**src/hw/rtl/idsu_pkg.sv**
```systemverilog
`timescale 1ns / 1ps
`default_nettype none

package idsu_pkg;

	localparam int DATA_W = 32;
	localparam int CNT_W  = $clog2(DATA_W);

	typedef logic [DATA_W-1:0] word_t;
	typedef logic [CNT_W-1:0]  cnt_t;

	// commands from the controller to the datapath
	typedef struct packed {
		logic load;
		logic step;
		logic store;
	} cmd_t;

endpackage

`default_nettype wire

```
**src/hw/rtl/idsu_req_if.sv**
```systemverilog
`timescale 1ns / 1ps
`default_nettype none

interface idsu_req_if;
	import idsu_pkg::*;

	logic  valid;
	logic  ready;
	logic  action;
	word_t dividend;
	word_t divisor;

	modport source(output valid, action, dividend, divisor, input ready);
	modport sink(input valid, action, dividend, divisor, output ready);

endinterface

`default_nettype wire

```
**src/hw/rtl/idsu_rsp_if.sv**
```systemverilog
`timescale 1ns / 1ps
`default_nettype none

interface idsu_rsp_if;
	import idsu_pkg::*;

	logic  valid;
	logic  ready;
	word_t quotient;
	word_t remainder;

	modport source(output valid, quotient, remainder, input ready);
	modport sink(input valid, quotient, remainder, output ready);

endinterface

`default_nettype wire

```
**src/hw/rtl/idsu_ctrl.sv**
```systemverilog
`timescale 1ns / 1ps
`default_nettype none

module idsu_ctrl (
	input  wire logic          clk,
	input  wire logic          arst_n,
	input  wire logic          req_valid,
	output logic               req_ready,
	output logic               rsp_valid,
	input  wire logic          rsp_ready,
	output idsu_pkg::cmd_t     cmd
);
	import idsu_pkg::*;

	typedef enum logic [1:0] {
		ST_IDLE,
		ST_DIV,
		ST_FIX
	} state_t;

	state_t state_q;
	cnt_t   cnt_q;
	logic   rsp_valid_q;

	assign req_ready = (state_q == ST_IDLE);
	assign rsp_valid = rsp_valid_q;

	assign cmd.load  = req_valid && req_ready;
	assign cmd.step  = (state_q == ST_DIV);
	// the output register is free when empty or drained in this cycle
	assign cmd.store = (state_q == ST_FIX) && (!rsp_valid_q || rsp_ready);

	always_ff @(posedge clk or negedge arst_n) begin
		if (!arst_n) begin
			state_q     <= ST_IDLE;
			cnt_q       <= '0;
			rsp_valid_q <= 1'b0;
		end else begin
			case (state_q)
				ST_IDLE: begin
					if (cmd.load) begin
						state_q <= ST_DIV;
						cnt_q   <= '0;
					end
				end
				ST_DIV: begin
					if (cnt_q == CNT_W'(DATA_W - 1)) begin
						state_q <= ST_FIX;
					end
					cnt_q <= cnt_q + 1'b1;
				end
				ST_FIX: begin
					if (cmd.store) begin
						state_q <= ST_IDLE;
					end
				end
				default: begin
					state_q <= ST_IDLE;
				end
			endcase

			if (cmd.store) begin
				rsp_valid_q <= 1'b1;
			end else if (rsp_ready) begin
				rsp_valid_q <= 1'b0;
			end
		end
	end

endmodule

`default_nettype wire

```
**src/hw/rtl/idsu_dpath.sv**
```systemverilog
`timescale 1ns / 1ps
`default_nettype none

module idsu_dpath (
	input  wire logic            clk,
	input  wire idsu_pkg::cmd_t  cmd,
	input  wire logic            action,
	input  wire idsu_pkg::word_t dividend,
	input  wire idsu_pkg::word_t divisor,
	output idsu_pkg::word_t      quotient,
	output idsu_pkg::word_t      remainder
);
	import idsu_pkg::*;

	word_t rem_q;
	word_t qn_q;       // dividend bits shift out, quotient bits shift in
	word_t den_q;
	logic  neg_quo_q;
	logic  neg_rem_q;
	logic  zero_q;
	word_t quo_out_q;
	word_t rem_out_q;

	logic            dvd_neg;
	logic            dvs_neg;
	word_t           rem_sh;
	logic [DATA_W:0] diff;
	logic            take;

	assign dvd_neg = action && dividend[DATA_W-1];
	assign dvs_neg = action && divisor[DATA_W-1];

	// one restoring step: shift in the next dividend bit, subtract if it fits
	assign rem_sh = {rem_q[DATA_W-2:0], qn_q[DATA_W-1]};
	assign diff   = {1'b0, rem_sh} - {1'b0, den_q};
	assign take   = rem_q[DATA_W-1] || !diff[DATA_W];

	always_ff @(posedge clk) begin
		if (cmd.load) begin
			qn_q      <= dvd_neg ? ({DATA_W{1'b0}} - dividend) : dividend;
			den_q     <= dvs_neg ? ({DATA_W{1'b0}} - divisor) : divisor;
			rem_q     <= '0;
			neg_quo_q <= dvd_neg ^ dvs_neg;
			neg_rem_q <= dvd_neg;
			zero_q    <= (divisor == '0);
		end else if (cmd.step) begin
			rem_q <= take ? diff[DATA_W-1:0] : rem_sh;
			qn_q  <= {qn_q[DATA_W-2:0], take};
		end

		// with a zero divisor the remainder already ends up as the dividend
		if (cmd.store) begin
			if (zero_q) begin
				quo_out_q <= '0;
			end else begin
				quo_out_q <= neg_quo_q ? ({DATA_W{1'b0}} - qn_q) : qn_q;
			end
			rem_out_q <= neg_rem_q ? ({DATA_W{1'b0}} - rem_q) : rem_q;
		end
	end

	assign quotient  = quo_out_q;
	assign remainder = rem_out_q;

endmodule

`default_nettype wire

```
**src/hw/rtl/integer_divider_signed_unsigned.sv**
```systemverilog
// 32-bit integer divider, unsigned or signed two's complement.
// req channel: action (0 unsigned, 1 signed), dividend, divisor.
// rsp channel: quotient and remainder, one item per request item.
// Signed quotients truncate toward zero, the remainder takes the sign of the
// dividend, the most negative value by minus one wraps, and a zero divisor
// gives quotient 0 with the dividend as remainder.
// The restoring loop resolves one quotient bit per cycle, then the sign
// fix-up writes the result into the output register behind rsp.valid.
// req.ready is high only while the divider loop is idle, and it takes one
// item at a time.
// A finished result waits in the output register; the next item can be
// accepted and divided meanwhile, and its fix-up cycle holds until the
// receiver takes the waiting result.
// Reset (arst_n low) empties the output register and returns the controller
// to idle; no result is lost or repeated across a stall.
`timescale 1ns / 1ps
`default_nettype none

module integer_divider_signed_unsigned (
	input  wire logic  clk,
	input  wire logic  arst_n,
	idsu_req_if.sink   req,
	idsu_rsp_if.source rsp
);
	import idsu_pkg::*;

	cmd_t  cmd;
	logic  req_ready;
	logic  rsp_valid;
	word_t quotient;
	word_t remainder;

	idsu_ctrl u_ctrl (
		.clk       (clk),
		.arst_n    (arst_n),
		.req_valid (req.valid),
		.req_ready (req_ready),
		.rsp_valid (rsp_valid),
		.rsp_ready (rsp.ready),
		.cmd       (cmd)
	);

	idsu_dpath u_dpath (
		.clk       (clk),
		.cmd       (cmd),
		.action    (req.action),
		.dividend  (req.dividend),
		.divisor   (req.divisor),
		.quotient  (quotient),
		.remainder (remainder)
	);

	assign req.ready     = req_ready;
	assign rsp.valid     = rsp_valid;
	assign rsp.quotient  = quotient;
	assign rsp.remainder = remainder;

endmodule

`default_nettype wire

```
**src/flat_wrapper.sv**
```systemverilog
// flat-port wrapper written by rule: the top's interface ports become plain ports
module integer_divider_signed_unsigned_flat import idsu_pkg::*;
  (clk, arst_n, req_valid, req_action, req_dividend, req_divisor, req_ready, rsp_valid, rsp_quotient, rsp_remainder, rsp_ready);
  idsu_req_if req_i ();
  idsu_rsp_if rsp_i ();
  input  wire logic clk;
  input  wire logic arst_n;
  input wire logic [$bits(req_i.valid)-1:0] req_valid;
  input wire logic [$bits(req_i.action)-1:0] req_action;
  input wire logic [$bits(req_i.dividend)-1:0] req_dividend;
  input wire logic [$bits(req_i.divisor)-1:0] req_divisor;
  output wire logic [$bits(req_i.ready)-1:0] req_ready;
  output wire logic [$bits(rsp_i.valid)-1:0] rsp_valid;
  output wire logic [$bits(rsp_i.quotient)-1:0] rsp_quotient;
  output wire logic [$bits(rsp_i.remainder)-1:0] rsp_remainder;
  input wire logic [$bits(rsp_i.ready)-1:0] rsp_ready;
  assign req_i.valid = req_valid;
  assign req_i.action = req_action;
  assign req_i.dividend = req_dividend;
  assign req_i.divisor = req_divisor;
  assign req_ready = req_i.ready;
  assign rsp_valid = rsp_i.valid;
  assign rsp_quotient = rsp_i.quotient;
  assign rsp_remainder = rsp_i.remainder;
  assign rsp_i.ready = rsp_ready;
  integer_divider_signed_unsigned u_core (.clk(clk), .arst_n(arst_n), .req(req_i), .rsp(rsp_i));
endmodule
```
**config.mk**
```make
export PLATFORM = sky130hd
export DESIGN_NAME = integer_divider_signed_unsigned_flat
export DESIGN_NICKNAME = d
export VERILOG_FILES = /design/src/hw/rtl/idsu_pkg.sv /design/src/hw/rtl/idsu_req_if.sv /design/src/hw/rtl/idsu_rsp_if.sv /design/src/hw/rtl/idsu_ctrl.sv /design/src/hw/rtl/idsu_dpath.sv /design/src/hw/rtl/integer_divider_signed_unsigned.sv /design/src/flat_wrapper.sv
export SDC_FILE = /design/constraint.sdc
export NUM_CORES = 1
export LEC_CHECK = 0
export ABC_AREA = 1
export BUFFER_PORTS_ARGS = -buffer_cell sky130_fd_sc_hd__buf_2
export CAP_MARGIN = 10
export CORE_UTILIZATION = 53
export CTS_CLUSTER_SIZE = 12
export DETAILED_ROUTE_END_ITERATION = 6
export GPL_ROUTABILITY_DRIVEN = 1
export MAX_ROUTING_LAYER = met4
export PLACE_DENSITY = 0.73
export SLEW_MARGIN = 20
export SYNTH_ARGS = -nofsm -noshare
export SYNTH_HDL_FRONTEND = slang
export SYNTH_SLANG_ARGS = --single-unit
export TNS_END_PERCENT = 20
```
**constraint.sdc**
```tcl
create_clock -name clk -period 5 [get_ports clk]
set_input_delay 0.25 -clock clk [delete_from_list [all_inputs] [get_ports clk]]
set_output_delay 0.25 -clock clk [all_outputs]
set_load 0.02 [all_outputs]
```
==> metrics.cfg, run 1 <==
[min_path]
hold_start=req_divisor[0]
hold_end=u_core.u_dpath.den_q[0]
worstHoldPathCells=1
hold_class=in2reg

[setup_path]
r2r-start=u_core.u_dpath.qn_q[31]
crit_slowest_cell=nand2_4
rr_worst_depth=15
worstSetupPathType=reg2reg
rr_endpoint=u_core.u_dpath.rem_q[2]
cp_top_family=simple AND/OR/NAND/NOR gates
crit_path_max_fanout=33
crit_arrival_ps=3060
crit_buf_inv=2
crit_required_ps=5310
path_cells=inv_1 > ha_1 > fa_1 > inv_1 > nand3_1 > nand2_2 > nand2_2 > nand2_4 > nand2_2 > nand2_4 > nand3_4 > nand2_4 > nand2_1 > nand3_1 > o21ai_0
crit_path_end_kind=flip-flop
cp-start-kind=flip-flop
r2r_slack_ps=2240
cpPeakStageDelay_ps=420

[cts]
clockRootBuffer=clkbuf_16
clkLatencyLatePin_ps=450
post_cts_buffers=0
cts_tree=built
htree_num_levels=4
cts.path.max_buffers=2
cts_made_buffers=17
cts_sinks=171
clk_pin_slew_ps=70

[cells_and_area]
seq_area_mm2=0.00477
final_common_cell=nand2_1
postLayoutCoreUtil_pct=61.0
final_nets=1996
final_area_mm2=0.0138
syn2layout_area_growth_pct=12.2
fill_cells=2119
drive_above_1_share_pct=11.5
antenna_cells=0
final_cell_mix=nand2_1 (521), inv_1 (283), nor2_1 (188), nand3_1 (154), buf_2 (134)
multi_input_area_mm2=0.00627

[synthesis]
syn_inst=1767
synth_edf_count=131
synth_area_per_cell_um2=6.98
yosys_most_used_dff=edfxtp_1
syn_area_mm2=0.0123
async_flop_share_pct=4.68
ys_seq_area_share_pct=38.7
synth_fp_nets=1875
synthDistinctLibCells=48
ys_seq_elements=171
yosysWarnings=0

[route]
wl_um=33400
firstDrtPassIters=6
vias=11600
antenna_left=0
drt_iter0_markers=1113
wl_per_cell_um=15.3
drc=0
routed_via_density=5.30

[global_routing]
grt_util_met3_pct=4.93
grt_util_met1_pct=45.0
antenna_found_initial=0
grt_pass1_vias=10000
use_met2_pct=38.9
grt_use_total_pct=29.3
grt_max_degree=63
grt_first_pass_wirelength_um=52700
grt.overflow.total=0
grt_busiest_layer=met1

[floorplanning]
start_util_pct=54.3
num_rows=55
coreArea_mm2=0.0227
die_x_um=155
die_h_um=155
die-area_mm2=0.0239
num_io_pins=135

[pwr]
pwr-share-seq_pct=32.1
peakVddDrop_v=0.000305
combPwrFrac_pct=50.9
netSwitchingPower_w=0.00392
intPower_w=0.00421
p_leak_nw=6.78
pwr_density_cell_mw_per_mm2=587
p_sw_share_pct=48.2
clockPowerShare_pct=17.0

[run_status]
status=finished clean

[timing]
fin_crit_sh_pct=55.1
clock.fmax_ghz=0.363
finClkSkew_ps=13.8
setup_violations=0
finalHoldViolations=0
relSlewSlack_pct=39.5
rsz0062_at_grt=no
worstMarginPinSlew_ps=905
fin_tns_setup_ps=0
finalMaxSlewViolations=0
period_needed_ps=2760

[place]
place_congestion=0.958
placedInstanceArea_mm2=0.0132
place_hpwl_um=26300
port_buffers=134

[job]
maxCapViolCount=0

## power by group through the flow
| stage | registers (W) | logic (W) | clock network [W] |
|---|---|---|---|
| 2_1_floorplan | 0.00239 | 0.00318 | 0 |
| 3_5_place_dp | 0.00260 | 0.00404 | 0 |
| 6_report | 0.00261 | 0.00414 | 0.00138 |
| 3_3_place_gp | 0.00259 | 0.00399 | 0 |
| 4_1_cts | 0.00257 | 0.00407 | 0.00138 |
| 5_1_grt | 0.00264 | 0.00470 | 0.00144 |
## state kept, by name (all words and copies together) (netlist names), 2 cells and up
register,count
u_core.u_ctrl.cnt_q,5
u_core.u_dpath.quotient,32
u_core.u_dpath.rem_q,32
u_core.u_dpath.den_q,32
u_core.u_ctrl.state_q,2
u_core.u_dpath.qn_q,32
u_core.u_dpath.remainder,32
## final cells by class
type | instances | share of cell area [%]
clock buffers | 17 | 3.07
clock inverters | 15 | 1.28
inverters | 301 | 8.16
multi-input cells | 1257 | 45.2
flip-flops and latches | 171 | 34.5
well taps | 285 | 2.57
repair buffers | 140 | 5.19
## logic make-up (layout without fill, tap and decap cells)
family / Yosys count / in the layout / synth area share, %
simple gates: 969 / 969 / 33.5
buf+inv: 339 / 473 / 10.6
flops: 171 / 171 / 38.7
compound gates: 162 / 162 / 7.02
xor+xnor: 87 / 87 / 6.17
fa+ha+maj: 39 / 39 / 4.01
## through the flow
step                      worst slack, ps  hold WS (ps)  instances  total power [W]
after floorplan                      1280         -45.6       1767          0.00557
after global placement               2350           102       2153          0.00658
after detailed placement             2260           101       2153          0.00665
after CTS                            2240          65.1       2186          0.00803
after global routing                 1980          68.2       2186          0.00878
final                                2240          63.2       2186          0.00812
## routing by layer
layer  vias up  part of all wire (%)
met5         -                     0
met4         0                   1.9
met3        58                   9.3
met2       499                    39
met1      5163                    49
li1       5876                     -
## synth_stat cells, types with 13 or more instances
library cell / n / share of area (%)
ha_1: 38 / 3.9
nand3_1: 154 / 6.2
nand4_1: 28 / 1.4
clkbuf_1: 22 / 0.67
inv_1: 284 / 8.6
edfxtp_1: 131 / 32
o21ai_0: 88 / 3.6
o21ai_1: 13 / 0.53
nor2_1: 189 / 5.7
nand2_1: 521 / 16
a21oi_1: 43 / 1.7
xnor2_1: 31 / 2.2
xor2_1: 56 / 4.0
nor3_1: 23 / 0.93
dfxtp_1: 32 / 5.2
## worst max-delay path by stage
stage                     slack [ps]                         end                     from  depth (start not counted)
after floorplan                 1280  u_core.u_dpath.quotient[0]  u_core.u_ctrl.rsp_valid                          3
after global placement          2350     u_core.u_dpath.rem_q[2]  u_core.u_dpath.qn_q[31]                         15
after detailed placement        2260     u_core.u_dpath.rem_q[2]  u_core.u_dpath.qn_q[31]                         15
after CTS                       2240     u_core.u_dpath.rem_q[0]  u_core.u_dpath.qn_q[31]                         15
after global routing            1980    u_core.u_dpath.rem_q[10]  u_core.u_dpath.qn_q[31]                         15
final                           2240     u_core.u_dpath.rem_q[2]  u_core.u_dpath.qn_q[31]                         15
## timing repair
action / 4_1_cts / 5_1_grt
endpoints found under the hold margin: 8 / 0
resized for setup: 0 / 0
hold buffers: 1 / 0
(Power assumes the default switching activity.)
==> inputs of run 2 (changes only) <==
PLACE_DENSITY = 0.76   (was 0.73)
clock period = 2.45 ns   (was 5 ns; I/O delays follow)
==> metrics.cfg, run 2 (synthesis results as in run 1) <==
[route]
drc=0  ; unchanged
antenna_left=0  ; unchanged
vias=11800  ; +1.4%
routed_via_density=5.30  ; about the same
wl_per_cell_um=15.0  ; -2.1%
drt_iter0_markers=1123  ; +0.90%
wl_um=33200  ; -0.65%
firstDrtPassIters=5  ; -1

[setup_path]
rr_endpoint=u_core.u_dpath.qn_q[0]
crit_path_end_kind=flip-flop
crit_required_ps=2640  ; -2670 ps
crit_buf_inv=2  ; unchanged
r2r-start=u_core.u_dpath.rem_q[18]
crit_arrival_ps=2500  ; -560 ps
rr_worst_depth=12  ; -3
r2r_slack_ps=130  ; -2110 ps
crit_path_max_fanout=10  ; -70%
path_cells=ha_1 > nand2_1 > nand2_1 > inv_1 > nand2_1 > nand2_1 > nand2_1 > a21oi_4 > nand2_8 > buf_12 > nand2_1 > o21ai_1
crit_slowest_cell=ha_1
critical_path.most_common_cell=nand2_1
cp-start-kind=flip-flop
worstSetupPathType=reg2reg
cpPeakStageDelay_ps=420  ; about the same
cp_top_family=simple AND/OR/NAND/NOR gates

[cts]
clockRootBuffer=clkbuf_16
cts_sinks=171  ; unchanged
cts_made_buffers=17  ; unchanged
cts_tree=built
cts.path.max_buffers=2  ; unchanged
clk_pin_slew_ps=70  ; about the same
htree_num_levels=4  ; unchanged
clkLatencyLatePin_ps=440  ; about the same

[global_routing]
grt.overflow.total=0  ; unchanged
antenna_found_initial=0  ; unchanged
grt_use_total_pct=28.6  ; -0.62 points
grt_max_degree=63  ; unchanged
grt_first_pass_wirelength_um=52100  ; -1.1%
grt_pass1_vias=10200  ; +1.7%

[cells_and_area]
final_nets=2028  ; +1.6%
final_common_cell=nand2_1
syn2layout_area_growth_pct=14.4
drive_above_1_share_pct=12.9  ; +1.4 points
antenna_cells=0  ; unchanged
final_cell_mix=nand2_1 (520), inv_1 (283), nor2_1 (188), nand3_1 (154), buf_2 (134)

[min_path]
worstHoldPathCells=2  ; +1
hold_class=in2reg
hold_start=req_divisor[14]
hold_end=u_core.u_dpath.den_q[14]

[timing]
fin_tns_setup_ps=0  ; unchanged
fin_crit_sh_pct=94.5  ; +39 points
worstMarginPinSlew_ps=736  ; -168 ps
finClkSkew_ps=11.1  ; -2.70 ps
setup_violations=0  ; unchanged
finalHoldViolations=0  ; unchanged
period_needed_ps=2320  ; -440 ps
finalMaxSlewViolations=0  ; unchanged
clock.fmax_ghz=0.432  ; +19%
relSlewSlack_pct=50.9  ; +11 points

[pwr]
pwr_density_cell_mw_per_mm2=1200  ; +100%
p_leak_nw=6.93  ; +2.3%
peakVddDrop_v=0.000542  ; +78%
power_w=0.0170  ; +110%

[floorplanning]
die-area_mm2=0.0239  ; unchanged
start_util_pct=54.3  ; unchanged
coreArea_mm2=0.0227  ; unchanged
num_rows=55  ; unchanged
num_io_pins=135  ; unchanged
die_x_um=155  ; unchanged
die_h_um=155  ; unchanged

[place]
place_congestion=0.937  ; -2.2%
place_hpwl_um=26100  ; -0.67%
port_buffers=134  ; unchanged

[job]
maxCapViolCount=0  ; unchanged

[run_status]
status=finished clean

run 2: cell types whose count changed in the layout (fill, tap and decap cells not counted), moves of 2 or more:
cell | before | now
buf_12 | 0 | 3
buf_4 | 5 | 30
buf_6 | 0 | 2
clkinv_2 | 1 | 3
clkinv_8 | 3 | 1
dlygate4sd3_1 | 1 | 3
inv_8 | 3 | 1
run 2: power by group:
part	switching, W	total (W)	internal (W)	leakage [nW]
clock network	0.00123	0.00265	0.00142	0.276
registers	0.000921	0.00520	0.00428	1.60
logic	0.00585	0.00911	0.00326	5.06
total	0.00800	0.0170	0.00896	6.93
run 2: layout make-up:
cell class	count	area, µm²
multi-input cells	1257	6280
fillers	2093	8590
clock inverters	14	140
flip-flops and latches	171	4770
inverters	301	1130
well taps	285	357
repair buffers	172	1010
clock buffers	18	429
run 2: worst max-delay path by stage:
stage	startpoint	to	slack, ps	cells after the start
2_1_floorplan	u_core.u_ctrl.state_q[0]	u_core.u_dpath.qn_q[0]	-150	6
3_3_place_gp	u_core.u_dpath.qn_q[31]	u_core.u_dpath.rem_q[27]	190	16
3_5_place_dp	u_core.u_dpath.qn_q[31]	u_core.u_dpath.rem_q[25]	50	16
4_1_cts	u_core.u_dpath.qn_q[31]	u_core.u_dpath.rem_q[25]	30	16
5_1_grt	u_core.u_dpath.qn_q[31]	u_core.u_dpath.rem_q[30]	-30	17
6_report	u_core.u_dpath.rem_q[18]	u_core.u_dpath.qn_q[0]	130	12
run 2: routing by layer:
layer	vias to the layer above	share of wire [%]	GRT usage (%)
li1	5935	-	-
met1	5294	48	42.3
met2	495	43	41.6
met3	32	8.0	3.70
met4	0	1.4	6.55
met5	-	0	-
run 2: metrics by stage:
stage	std cells	util, %	hold slack (ps)	worst slack [ps]	area (µm²)
6_report	2218	62.2	14.2	134	14100
5_1_grt	2218	62.2	14.7	-28.8	14100
4_1_cts	2212	61.8	5.80	33.2	14000
3_5_place_dp	2177	59.2	-22.2	51.0	13400
3_3_place_gp	2177	59.2	-27.1	189	13400
2_1_floorplan	1767	-	-173	-148	12400
run 2: what timing repair did:
item	CTS	global route
setup endpoints to repair	0	34
endpoints found under the hold margin	10	0
buffers inserted	0	6
gates resized for setup	0	6
hold buffers	3	0
==> inputs of run 3 (changes only) <==
==> constraint.sdc (replaced) <==
create_clock -name clk -period 2.45 [get_ports clk]
set_input_delay 0.49 -clock clk [delete_from_list [all_inputs] [get_ports clk]]
set_output_delay 0.49 -clock clk [all_outputs]
set_load 0.02 [all_outputs]
==> metrics.cfg, run 3 (synthesis results as in run 1) <==
[run_status]
status=finished clean

[timing]
finalHoldViolations=0  ; unchanged
clock.fmax_ghz=0.432  ; +0.10%
rsz0062_at_grt=no
fin_crit_sh_pct=94.4  ; -0.098 points
fin_hold_ws_ps=345  ; +331 ps
relSlewSlack_pct=52.6  ; +1.7 points
finalMaxSlewViolations=0  ; unchanged
setup_violations=0  ; unchanged
worstMarginPinSlew_ps=710  ; -26.3 ps
period_needed_ps=2310  ; -2.41 ps
finClkSkew_ps=12.0  ; +0.891 ps

[global_routing]
grt_use_total_pct=29.3  ; +0.68 points
grt_pass1_vias=10200  ; +0.35%
grt_max_degree=45  ; -29%
grt.overflow.total=0  ; unchanged
antenna_found_initial=0  ; unchanged
grt_first_pass_wirelength_um=53000  ; +1.6%

[setup_path]
crit_slowest_cell=ha_1
crit_required_ps=2790  ; +150 ps
critical_path.most_common_cell=nand2_1
crit_path_max_fanout=5  ; -5
crit_path_end_kind=flip-flop
worstSetupPathType=reg2reg
crit_arrival_ps=2650  ; +150 ps
cpPeakStageDelay_ps=490  ; +70 ps
path_cells=ha_1 > nand2_1 > nor2_1 > inv_1 > nor2_1 > nand3b_1 > nand3_1 > nand2_1 > nand2_1 > nand2_1 > nand3_1 > nand2_1
cp-start-kind=flip-flop

[route]
met3_length_um=2970  ; +12%
wl_met2_um=14000  ; -1.4%
routed_via_density=5.27  ; -0.64%
vias=11700  ; -0.55%
wl_um=33600  ; +1.2%
antenna_left=0  ; unchanged
drt_iter0_markers=1055  ; -6.1%
top_layer_used=met4
wl_per_cell_um=15.1  ; +1.1%
met1_length_um=16100  ; +1.2%
drc=0  ; unchanged
firstDrtPassIters=7  ; +2

[cts]
cts.path.max_buffers=2  ; unchanged
cts_sinks=171  ; unchanged
clkLatencyLatePin_ps=440  ; about the same
cts_tree=built
htree_num_levels=4  ; unchanged
clockRootBuffer=clkbuf_16
clk_pin_slew_ps=70  ; about the same
cts_made_buffers=17  ; unchanged

[min_path]
hold_class=in2reg

[job]
maxCapViolCount=0  ; unchanged

[cells_and_area]
final_cell_mix=nand2_1 (521), inv_1 (283), nor2_1 (188), nand3_1 (154), buf_2 (134)
final_common_cell=nand2_1
drive_above_1_share_pct=13.2  ; +0.25 points
syn2layout_area_growth_pct=14.6
postLayoutCoreUtil_pct=62.3  ; +0.099 points
final_nets=2030  ; +0.099%
antenna_cells=0  ; unchanged

[place]
port_buffers=134  ; unchanged
place_hpwl_um=26600  ; +1.8%
place_congestion=0.967  ; +3.2%

[pwr]
pwr_density_cell_mw_per_mm2=1210  ; +0.53%
peakVddDrop_v=0.000616  ; +14%
p_leak_nw=6.96  ; +0.36%

[floorplanning]
die-area_mm2=0.0239  ; unchanged
num_rows=55  ; unchanged
coreArea_mm2=0.0227  ; unchanged
start_util_pct=54.3  ; unchanged
die_h_um=155  ; unchanged
die_x_um=155  ; unchanged
num_io_pins=135  ; unchanged

## run 3: what timing repair did
item | in CTS | in global routing
setup buffers | 0 | 3
resized for setup | 0 | 5
hold endpoints to repair | 8 | 0
hold buffers | 1 | 0
setup endpoints to repair | 0 | 30
## run 3: final cells by class
class	instances	area, µm²
clock buffers	17	425
clock inverters	15	179
well taps	285	357
flip-flops and latches	171	4780
inverters	301	1130
repair buffers	174	1000
multi-input cells	1257	6280
fillers	2116	8560
## run 3: critical path: cells and delay by family (launching register included)
kind | cells | cell delay [ps]
simple gates | 10 | 1240
fa+ha+maj | 1 | 490
flops | 1 | 430
buf+inv | 1 | 60
## run 3: worst paths after layout
kind	from	to	slack, ps	depth (start not counted)
max	u_core.u_dpath.rem_q[15]	u_core.u_dpath.rem_q[19]	140	12
min	rsp_ready	u_core.u_ctrl.rsp_valid	350	4
max reg2reg	u_core.u_dpath.rem_q[15]	u_core.u_dpath.rem_q[19]	140	12
min reg2reg	u_core.u_dpath.rem_q[0]	u_core.u_dpath.remainder[0]	490	0
max in group asynchronous	arst_n	u_core.u_ctrl.state_q[1]	1870	2
min in group asynchronous	arst_n	u_core.u_ctrl.cnt_q[0]	420	2
## run 3: power by group
part | switching [W] | leakage (nW) | internal [W]
sequential | 0.000944 | 1.60 | 0.00428
clock | 0.00129 | 0.294 | 0.00154
combinational | 0.00583 | 5.06 | 0.00319
total | 0.00806 | 6.96 | 0.00901
## run 3: per-stage QoR
| step | setup slack (ps) | instance area, µm² | TNS [ps] | total power (W) | cells |
|---|---|---|---|---|---|
| 6_report | 137 | 14100 | 0 | 0.0171 | 2220 |
| 4_1_cts | 76.2 | 14100 | 0 | 0.0168 | 2217 |
| 3_3_place_gp | 74.1 | 13500 | 0 | 0.0137 | 2184 |
| 2_1_floorplan | -148 | 12400 | -4830 | 0.0114 | 1767 |
| 5_1_grt | 0.343 | 14100 | 0 | 0.0184 | 2220 |
| 3_5_place_dp | 41.6 | 13500 | 0 | 0.0139 | 2184 |
## run 3: routing by layer
layer / up-vias / GRT usage, %
met2: 478 / 40.8
li1: 5933 / -
met4: 0 / 6.98
met3: 42 / 4.85
met5: - / -
met1: 5238 / 43.9
